### src/rtl/core/bba_pkg.sv
// ----------------------------------------------------------------------------
// Bitmap block allocator package
// Shared constants, types and bit helpers for the free-block bitmap.
// ----------------------------------------------------------------------------
package bba_pkg;

  localparam int MAX_BLOCKS = 4096;
  localparam int BLK_W      = 12;
  localparam int MAP_BYTES  = (MAX_BLOCKS + 7) / 8;
  localparam int ADDR_W     = $clog2(MAP_BYTES);
  localparam int LAST_BLOCK_RESET = 4095;

  localparam logic [7:0] BIT_TOP = 8'h80;

  typedef enum logic [1:0] {
    ACT_MARK_USED = 2'd0,
    ACT_MARK_FREE = 2'd1,
    ACT_ALLOCATE  = 2'd2,
    ACT_NONE      = 2'd3
  } action_t;

  typedef enum logic [1:0] {
    ST_CLEAR,
    ST_IDLE,
    ST_MARK,
    ST_SCAN
  } state_t;

  function automatic logic [7:0] bit_of(input logic [2:0] idx);
    return BIT_TOP >> idx;
  endfunction

endpackage

### src/rtl/core/bitmap_block_allocator_unit.sv
// ----------------------------------------------------------------------------
// Bitmap block allocator unit
// First-fit free-block bitmap, one bit per block, MSB-first in each byte,
// held in a single-port-write synchronous RAM of MAP_BYTES bytes.
// ----------------------------------------------------------------------------
// Channel  | Handshake               | Payload
// ---------+-------------------------+-------------------------------------
// request  | start, busy             | action, block_number
// result   | done (one-cycle strobe) | allocated_block, disk_full
// config   | cfg_valid, cfg_ready    | cfg_last_block
//
// Mark actions read the bitmap byte on accept and write it back from ST_MARK;
// the unused code gives its result straight from idle. Allocate reads one
// bitmap byte a cycle from byte 0 up to the byte that holds the last block.
// After reset a clearing pass writes every byte to zero, and busy stays high
// until it ends. Config writes are taken at any time.
// Results cannot be stalled; done is high for exactly one cycle per item.
// ----------------------------------------------------------------------------
module bitmap_block_allocator_unit (
  input  logic                     clk,
  input  logic                     rst,
  input  logic                     start,
  output logic                     busy,
  input  logic [1:0]               action,
  input  logic [bba_pkg::BLK_W-1:0] block_number,
  output logic                     done,
  output logic [bba_pkg::BLK_W-1:0] allocated_block,
  output logic                     disk_full,
  input  logic                     cfg_valid,
  output logic                     cfg_ready,
  input  logic [bba_pkg::BLK_W-1:0] cfg_last_block
);

  localparam int AW = bba_pkg::ADDR_W;
  localparam int BW = bba_pkg::BLK_W;

  logic [7:0] mem [bba_pkg::MAP_BYTES];
  logic [7:0] rd_data;

  bba_pkg::state_t  state, state_next;
  bba_pkg::action_t act, act_next;
  logic [BW-1:0] blk, blk_next;
  logic [BW-1:0] last_block;
  logic [AW-1:0] clr_addr, clr_addr_next;
  logic [AW-1:0] scan_addr, scan_addr_next;

  logic          mem_we, mem_re;
  logic [AW-1:0] mem_waddr, mem_raddr;
  logic [7:0]    mem_wdata;
  logic          res_load, res_full;
  logic [BW-1:0] res_block;

  logic [BW-1:0] top_blk;
  logic [AW-1:0] top_byte;
  logic          at_top, hit, blk_ok, clr_last;
  logic [2:0]    hit_idx;
  logic [7:0]    used_mask;

  assign cfg_ready = 1'b1;
  assign busy      = (state != bba_pkg::ST_IDLE);

  assign top_blk  = (32'(last_block) >= bba_pkg::MAX_BLOCKS) ?
                    BW'(bba_pkg::MAX_BLOCKS - 1) : last_block;
  assign top_byte = AW'(top_blk >> 3);
  assign at_top   = (scan_addr == top_byte);
  assign blk_ok   = (32'(blk) < bba_pkg::MAX_BLOCKS);
  assign clr_last = (clr_addr == AW'(bba_pkg::MAP_BYTES - 1));

  always_comb begin
    used_mask = rd_data;
    hit       = 1'b0;
    hit_idx   = '0;
    for (int i = 0; i < 8; i++) begin
      if (at_top && (3'(i) > top_blk[2:0])) begin
        used_mask = used_mask | bba_pkg::bit_of(3'(i));
      end
    end
    for (int i = 7; i >= 0; i--) begin
      if ((used_mask & bba_pkg::bit_of(3'(i))) == 8'h00) begin
        hit     = 1'b1;
        hit_idx = 3'(i);
      end
    end
  end

  always_comb begin
    state_next = state;
    case (state)
      bba_pkg::ST_CLEAR: begin
        if (clr_last) begin
          state_next = bba_pkg::ST_IDLE;
        end
      end
      bba_pkg::ST_IDLE: begin
        if (start) begin
          case (bba_pkg::action_t'(action))
            bba_pkg::ACT_MARK_USED, bba_pkg::ACT_MARK_FREE: state_next = bba_pkg::ST_MARK;
            bba_pkg::ACT_ALLOCATE:                          state_next = bba_pkg::ST_SCAN;
            default:                                        state_next = bba_pkg::ST_IDLE;
          endcase
        end
      end
      bba_pkg::ST_MARK: state_next = bba_pkg::ST_IDLE;
      bba_pkg::ST_SCAN: begin
        if (hit || at_top) begin
          state_next = bba_pkg::ST_IDLE;
        end
      end
      default: state_next = bba_pkg::ST_IDLE;
    endcase
  end

  always_comb begin
    mem_we         = 1'b0;
    mem_waddr      = scan_addr;
    mem_wdata      = rd_data;
    mem_re         = 1'b0;
    mem_raddr      = scan_addr;
    res_load       = 1'b0;
    res_block      = blk;
    res_full       = 1'b0;
    clr_addr_next  = clr_addr;
    scan_addr_next = scan_addr;
    act_next       = act;
    blk_next       = blk;
    case (state)
      bba_pkg::ST_CLEAR: begin
        mem_we        = 1'b1;
        mem_waddr     = clr_addr;
        mem_wdata     = 8'h00;
        clr_addr_next = clr_addr + AW'(1);
      end
      bba_pkg::ST_IDLE: begin
        if (start) begin
          act_next = bba_pkg::action_t'(action);
          blk_next = block_number;
          case (bba_pkg::action_t'(action))
            bba_pkg::ACT_MARK_USED, bba_pkg::ACT_MARK_FREE: begin
              mem_re    = 1'b1;
              mem_raddr = AW'(block_number >> 3);
            end
            bba_pkg::ACT_ALLOCATE: begin
              mem_re         = 1'b1;
              mem_raddr      = '0;
              scan_addr_next = '0;
            end
            default: begin
              res_load  = 1'b1;
              res_block = block_number;
            end
          endcase
        end
      end
      bba_pkg::ST_MARK: begin
        res_load  = 1'b1;
        mem_waddr = AW'(blk >> 3);
        if (blk_ok) begin
          mem_we = 1'b1;
        end
        if (act == bba_pkg::ACT_MARK_USED) begin
          mem_wdata = rd_data | bba_pkg::bit_of(blk[2:0]);
        end else begin
          mem_wdata = rd_data & ~bba_pkg::bit_of(blk[2:0]);
        end
      end
      bba_pkg::ST_SCAN: begin
        if (hit) begin
          mem_we    = 1'b1;
          mem_wdata = rd_data | bba_pkg::bit_of(hit_idx);
          res_load  = 1'b1;
          res_block = BW'({scan_addr, hit_idx});
        end else if (at_top) begin
          res_load  = 1'b1;
          res_block = '0;
          res_full  = 1'b1;
        end else begin
          mem_re         = 1'b1;
          mem_raddr      = scan_addr + AW'(1);
          scan_addr_next = scan_addr + AW'(1);
        end
      end
      default: begin
      end
    endcase
  end

  always_ff @(posedge clk) begin
    if (mem_we) begin
      mem[mem_waddr] <= mem_wdata;
    end
    if (mem_re) begin
      rd_data <= mem[mem_raddr];
    end
  end

  always_ff @(posedge clk) begin
    if (rst) begin
      state      <= bba_pkg::ST_CLEAR;
      clr_addr   <= '0;
      done       <= 1'b0;
      last_block <= BW'(bba_pkg::LAST_BLOCK_RESET);
    end else begin
      state    <= state_next;
      clr_addr <= clr_addr_next;
      done     <= res_load;
      if (cfg_valid && cfg_ready) begin
        last_block <= cfg_last_block;
      end
    end
  end

  always_ff @(posedge clk) begin
    act       <= act_next;
    blk       <= blk_next;
    scan_addr <= scan_addr_next;
    if (res_load) begin
      allocated_block <= res_block;
      disk_full       <= res_full;
    end
  end

endmodule

### config.mk
export PLATFORM = sky130hd
export DESIGN_NAME = bitmap_block_allocator_unit
export DESIGN_NICKNAME = d
export VERILOG_FILES = /design/src/rtl/core/bba_pkg.sv /design/src/rtl/core/bitmap_block_allocator_unit.sv
export SDC_FILE = /design/constraint.sdc
export NUM_CORES = 2
export LEC_CHECK = 0
export BUFFER_PORTS_ARGS = -buffer_cell sky130_fd_sc_hd__buf_2
export CAP_MARGIN = 20
export CORE_MARGIN = 8
export CORE_UTILIZATION = 40
export CTS_BUF_LIST = sky130_fd_sc_hd__clkbuf_16
export CTS_CLUSTER_DIAMETER = 40
export CTS_CLUSTER_SIZE = 14
export DETAILED_ROUTE_END_ITERATION = 10
export PLACE_DENSITY = 0.62
export SLEW_MARGIN = 20
export SYNTH_ARGS = -nofsm -noshare
export SYNTH_HDL_FRONTEND = slang
export SYNTH_SLANG_ARGS = --single-unit
### constraint.sdc
create_clock -name clk -period 36.5 [get_ports clk]
set_clock_uncertainty 0.2 [all_clocks]
set_input_delay 7.3 -clock clk [delete_from_list [all_inputs] [get_ports clk]]
set_output_delay 7.3 -clock clk [all_outputs]
set_load 0.005 [all_outputs]
Yosys cells after proc, flatten, opt, wreduce, memory -nomap -nowiden
Memory sizes are Yosys's and may differ from the RTL's. A register that Yosys moved wholly into a read port is not among the register bits.
Index checks and enable logic that the tools add are counted.
{"block": "op_classes", "bitwise": 5, "add_sub_neg": 2, "n_eq_ne": 12, "order_cmp": 8, "mux": 60, "n_reduce_logical": 28, "shifts": 2}
{"operator": "$pmux 9 s2", "n": 4}
{"operator": "$logic_not 8->1", "n": 8}
{"operator": "$mux 12", "n": 4}
{"operator": "$mux 9", "n": 5}
{"operator": "$mux 3", "n": 9}
{"operator": "$mux 8", "n": 3}
{"operator": "$pmux 12 s2", "n": 1}
{"operator": "$pmux 8 s3", "n": 1}
{"operator": "$mux 1", "n": 20}
{"operator": "$add 9x1->9 const B", "n": 2}
{"operator": "$or 8x8->8", "n": 2}
{"operator": "$shr 8x3->8 const A", "n": 2}
{"operator": "$gt 3x3->1 const A", "n": 4}
{"operator": "$eq 9x9->1", "n": 1}
{"operator": "$eq 9x9->1 const B", "n": 1}
{"operator": "$and 8x8->8", "n": 1}
{"operator": "$logic_and 1x1->1", "n": 8}
{"operator": "$mux 2", "n": 4}
{"operator": "$ne 2x2->1 const B", "n": 4}
{"operator": "$not 8->8", "n": 1}
{"operator": "$pmux 2 s4", "n": 1}
{"operator": "$mux 7", "n": 1}
{"operator": "$eq 2x2->1 const B", "n": 3}
{"operator": "$gt 1x3->1 const A", "n": 2}
{"operator": "other kinds (17)", "n": 25}
{"block": "word_totals", "output_inout_bits": 16, "in_bits": 30, "memories": 1, "ram_bits": 4096, "elab_cells": 127, "reg_bits": 60}
{"memory": "mem", "depth": 512, "word_bits": 8, "read_ports": 1, "rd_clocked_by_memory_dff": 1, "wr": 1, "line": "bitmap_block_allocator_unit.sv:37", "source": "logic [7:0] mem [bba_pkg::MAP_BYTES];"}

Logic depth before layout (Yosys ltp)
{"block": "logic_depth", "depth_word": 23, "depth_mapped": 19}

Least setup slack after synthesis
Ideal clock, no wire load.
{"block": "synth_path", "kind": "register to register", "startpoint": "reg state[1]", "endpoint": "mem mem[0][3] (data pin)", "path_slack_ps": 10625, "setup_time_ps": 4168, "stages_incl_launch_ff": 7, "arrival_ps": 21507, "cell_sequence": "dfxtp_1 > buf_2 > buf_1 > clkbuf_1 > clkbuf_1 > nand2_1 > o21ai_0"}
{"block": "synth_between", "elab_chain_cells": 2}
{"item": "start: declaration", "line": "bitmap_block_allocator_unit.sv:40", "source": "bba_pkg::state_t state, state_next;"}
{"item": "start signal: assignment", "line": "bitmap_block_allocator_unit.sv:198", "source": "state <= bba_pkg::ST_CLEAR;"}
{"item": "start signal: assignment", "line": "bitmap_block_allocator_unit.sv:203", "source": "state <= state_next;"}
{"item": "$eq 2x2->1 / $logic_not 2->1 (equally long branches)", "line": "bitmap_block_allocator_unit.sv:126", "source": "case (state)"}
{"item": "$pmux 8 s3 *", "line": "bitmap_block_allocator_unit.sv:126"}
{"item": "via mem_wdata[3]", "line": "bitmap_block_allocator_unit.sv:49", "source": "logic [7:0] mem_wdata;"}
{"item": "end: declaration", "line": "bitmap_block_allocator_unit.sv:37"}
Mark *: on every way through the listed nets, which the timed path passes. The rest lies on a longest branch.

Final worst setup path
{"block": "layout_path", "startpoint": "in action[1]", "endpoint": "reg rd_data[5], read port of mem (data pin)"}
{"block": "layout_between", "elab_chain_cells": 5}
{"item": "start: declaration", "line": "bitmap_block_allocator_unit.sv:24", "source": "input logic [1:0] action,"}
{"item": "$eq 2x1->1, or another cell as far along", "line": "bitmap_block_allocator_unit.sv:137", "source": "case (bba_pkg::action_t'(action))"}
{"item": "$reduce_or 2->1 / $reduce_or 3->1 (equally long branches)"}
{"item": "$pmux 9 s2 / $mux 1 (equally long branches)", "line": "bitmap_block_allocator_unit.sv:137"}
{"item": "$mux 9 / $mux 1 (equally long branches)", "line": "bitmap_block_allocator_unit.sv:134", "source": "if (start) begin"}
{"item": "$pmux 9 s2 / $pmux 1 s2 (equally long branches)", "line": "bitmap_block_allocator_unit.sv:126"}
{"item": "end: declaration", "line": "bitmap_block_allocator_unit.sv:38", "source": "logic [7:0] rd_data;"}
Several ways; a longest one is shown, not always the timed one.
A chain may end at the register's enable or synchronous reset.

==> reports/metrics.cfg <==
[drt]
wl_met1_mm=200
wl_mm=499
vias=107898
firstDrtPassIters=7
drc=0
dr_wl_met2_mm=222
antenna_left=0
routed_via_density=5.80
wl_met3_mm=51.9
routedWlPerCell_microns=26.8
drt_iter0_drc=13746
top_layer=met5

[clock_tree]
ctsHoldBuffers=0
clock_sinks=4164
cts_buffers=519
htreeDepth=6
clock-root-buffer=clkbuf_16
cts_tree=done
cts_resized=0
clock_path_buffers=4
worstSkewPairLatency_ns=1.02
clk_pin_slew_ns=0.06
postCtsSetupRepairBufs=0

[worst_setup_path]
worstPathRequired_ns=37.19
crit_arrival_ns=14.81
rr_endpoint=rd_data[5]$_DFFE_PP_
worstPathMaxFanout=177
end_kind=register
crit_type=input port to register
reg2regPathDepth=16
timing.rr.start=state[0]$_SDFFE_PP0P_
reg2reg_slack_ns=27.50
worstSetupStartpointType=input port

[synthesis]
ys_ff_latch=4164
synth-async-reset-ratio=0
netlist_instances=12703
synth_cell_types=85
synth_nets=12736
ys.flop_type=edfxtp_1
seq_area_frac_synth=0.740
netlist_area_sq_mm=0.169
avgSynthCellArea_sq_um=13.3
synth_edf_count=4140
yosys_warnings=0

[timing]
hold_violations=0
min_period_ns=14.13
setup_tns_ns=0
fmax_mhz=70.8
setup_viol=0
worst_slew_pin_slew_ns=1.19
rsz0062_at_grt=false
fin_crit_sh=0.387
final_max_slew_viol_count=0
relSlewSlack=0.192

[die]
dieArea_sq_mm=0.442
die_h_microns=665
rows=238
die_w_microns=665
pin_count=46
core_area_sq_mm=0.420
initial_core_util=0.401

[min_path]
holdPathStages=2
hp-start=clr_addr[8]$_SDFFE_PP0P_
hold_class=register to register
holdPathEnd=clr_addr[8]$_SDFFE_PP0P_

[cells_and_area]
regArea_sq_mm=0.125
post-route-util=0.457
multi_input_area_sq_mm=0.0395
synthToLayoutAreaGrowth_pct=13.8
fill_cells=36550
final_common_cell=edfxtp_1
layout_common_cells=edfxtp_1, nand2_1, nand3_1
fin_cells=18600
drive_above_1_share=0.100
finalNetCount=12672

[pwr]
p_clk_frac=0.502
intPower_mw=8.36
swShare=0.206
p_sw_mw=2.17
powerDensity_mw_per_mm2=54.9
power_frac_comb=0.006
seqPwrFrac=0.492
fin_total_pwr_mw=10.5
leakagePower_nw=65.4
ir_drop_uv=47.3

[global_route]
grt_pass1_vias=101497
grt_max_degree=204
grt_pass1_wl_mm=719
grtUsageTotal=0.216
overflow=0
antenna_found_initial=22

[place]
dp.cells=17636
port_buffers=44
place_congestion=0.875
dp_hpwl_mm=290

[run_status]
status=finished, final reports clean

[run]
max_cap_viol_count=0

## metrics by stage
stage	instance area [sq um]	setup slack (ns)	hold slack [ns]
floorplan	169000	10.63	0.270
global placement	174000	21.57	0.281
detailed placement	174000	21.53	0.287
CTS	192000	22.62	0.295
global route	192000	22.13	0.334
finish	192000	22.37	0.303
## power groups by stage
stage                     sequential [mW]  combinational [mW]  clock (mW)
after floorplan                      5.28              0.0226           0
after global placement               5.28              0.0580           0
after detailed placement             5.28              0.0583           0
after CTS                            5.18              0.0585        5.34
after global routing                 5.18              0.0601        5.53
final                                5.18              0.0596        5.29
## worst max path at each step
| stage | endpoint | cells past startpoint | from |
|---|---|---|---|
| finish | rd_data[5]$_DFFE_PP_ | 18 | action[1] |
| global route | rd_data[4]$_DFFE_PP_ | 17 | action[1] |
| CTS | rd_data[0]$_DFFE_PP_ | 17 | action[1] |
| detailed placement | rd_data[0]$_DFFE_PP_ | 17 | action[1] |
| global placement | rd_data[0]$_DFFE_PP_ | 17 | action[1] |
| floorplan | mem[0][3]$_DFFE_PP_ | 6 | state[1]$_SDFFE_PP0P_ |
## metal layers
| metal | up-vias | global-route usage |
|---|---|---|
| met1 | 54199 | 0.302 |
| li1 | 47164 | - |
| met2 | 5565 | 0.327 |
| met3 | 964 | 0.0471 |
| met4 | 6 | 0.0926 |
| met5 | - | 0 |
## cell type report
class | count | share of cell area
Inverter | 55 | 0.00108
Antenna cell | 11 | 0.000143
Sequential cell | 4164 | 0.650
Timing Repair Buffer | 307 | 0.0126
Tap cell | 5520 | 0.0360
Multi-Input combinational cell | 7592 | 0.206
Clock inverter | 420 | 0.0247
Clock buffer | 531 | 0.0693
## critical path: stages
cell,delay (ns)
buf_2,0.15
and3b_1,0.23
o21ai_0,0.14
a221oi_4,0.58
buf_4,0.59
and4_4,0.87
buf_4,0.82
buf_12,0.59
buf_4,0.72
a211oi_1,0.17
a311oi_1,0.34
a31oi_1,0.07
a2111oi_0,0.60
buf_4,0.22
o21a_1,0.13
a211oi_2,0.15
o311ai_0,0.41
o2111a_1,0.31
## logic make-up (layout without fill, tap and decap cells)
kind of cell    Yosys count  count (layout)  synth area share
xor+xnor                 21              21           0.00127
buf+inv                 947            1313            0.0288
mux                     379             379            0.0264
compound gates         1520            1520            0.0598
fa+ha+maj                 4               4          0.000282
simple gates           5667            5667             0.143
flops                  4164            4164             0.740
other cells               1              12         0.0000222
## flip-flops by register name (all words and copies together), names as in the netlist
| signal | count |
|---|---|
| clr_addr | 9 |
| disk_full | 1 |
| last_block | 12 |
| mem | 4096 |
| allocated_block | 12 |
| rd_data | 8 |
| blk | 12 |
| act | 2 |
| scan_addr | 9 |
| state | 2 |
| done | 1 |
## Yosys cell counts, drive strengths merged, types with 77 or more instances
library cell,instances,share of area
edfxtp,4140,0.74
nand2,3076,0.068
and3,87,0.0032
nand3,1610,0.048
a22oi,88,0.0039
a21oi,575,0.017
o21ai,143,0.0042
mux2i,327,0.019
a31oi,82,0.0031
a211oi,98,0.0045
buf,668,0.023
a221oi,126,0.0066
nor2,663,0.015
a311oi,77,0.0040
clkbuf,224,0.0050
Power figures use the tool's default switching activity.
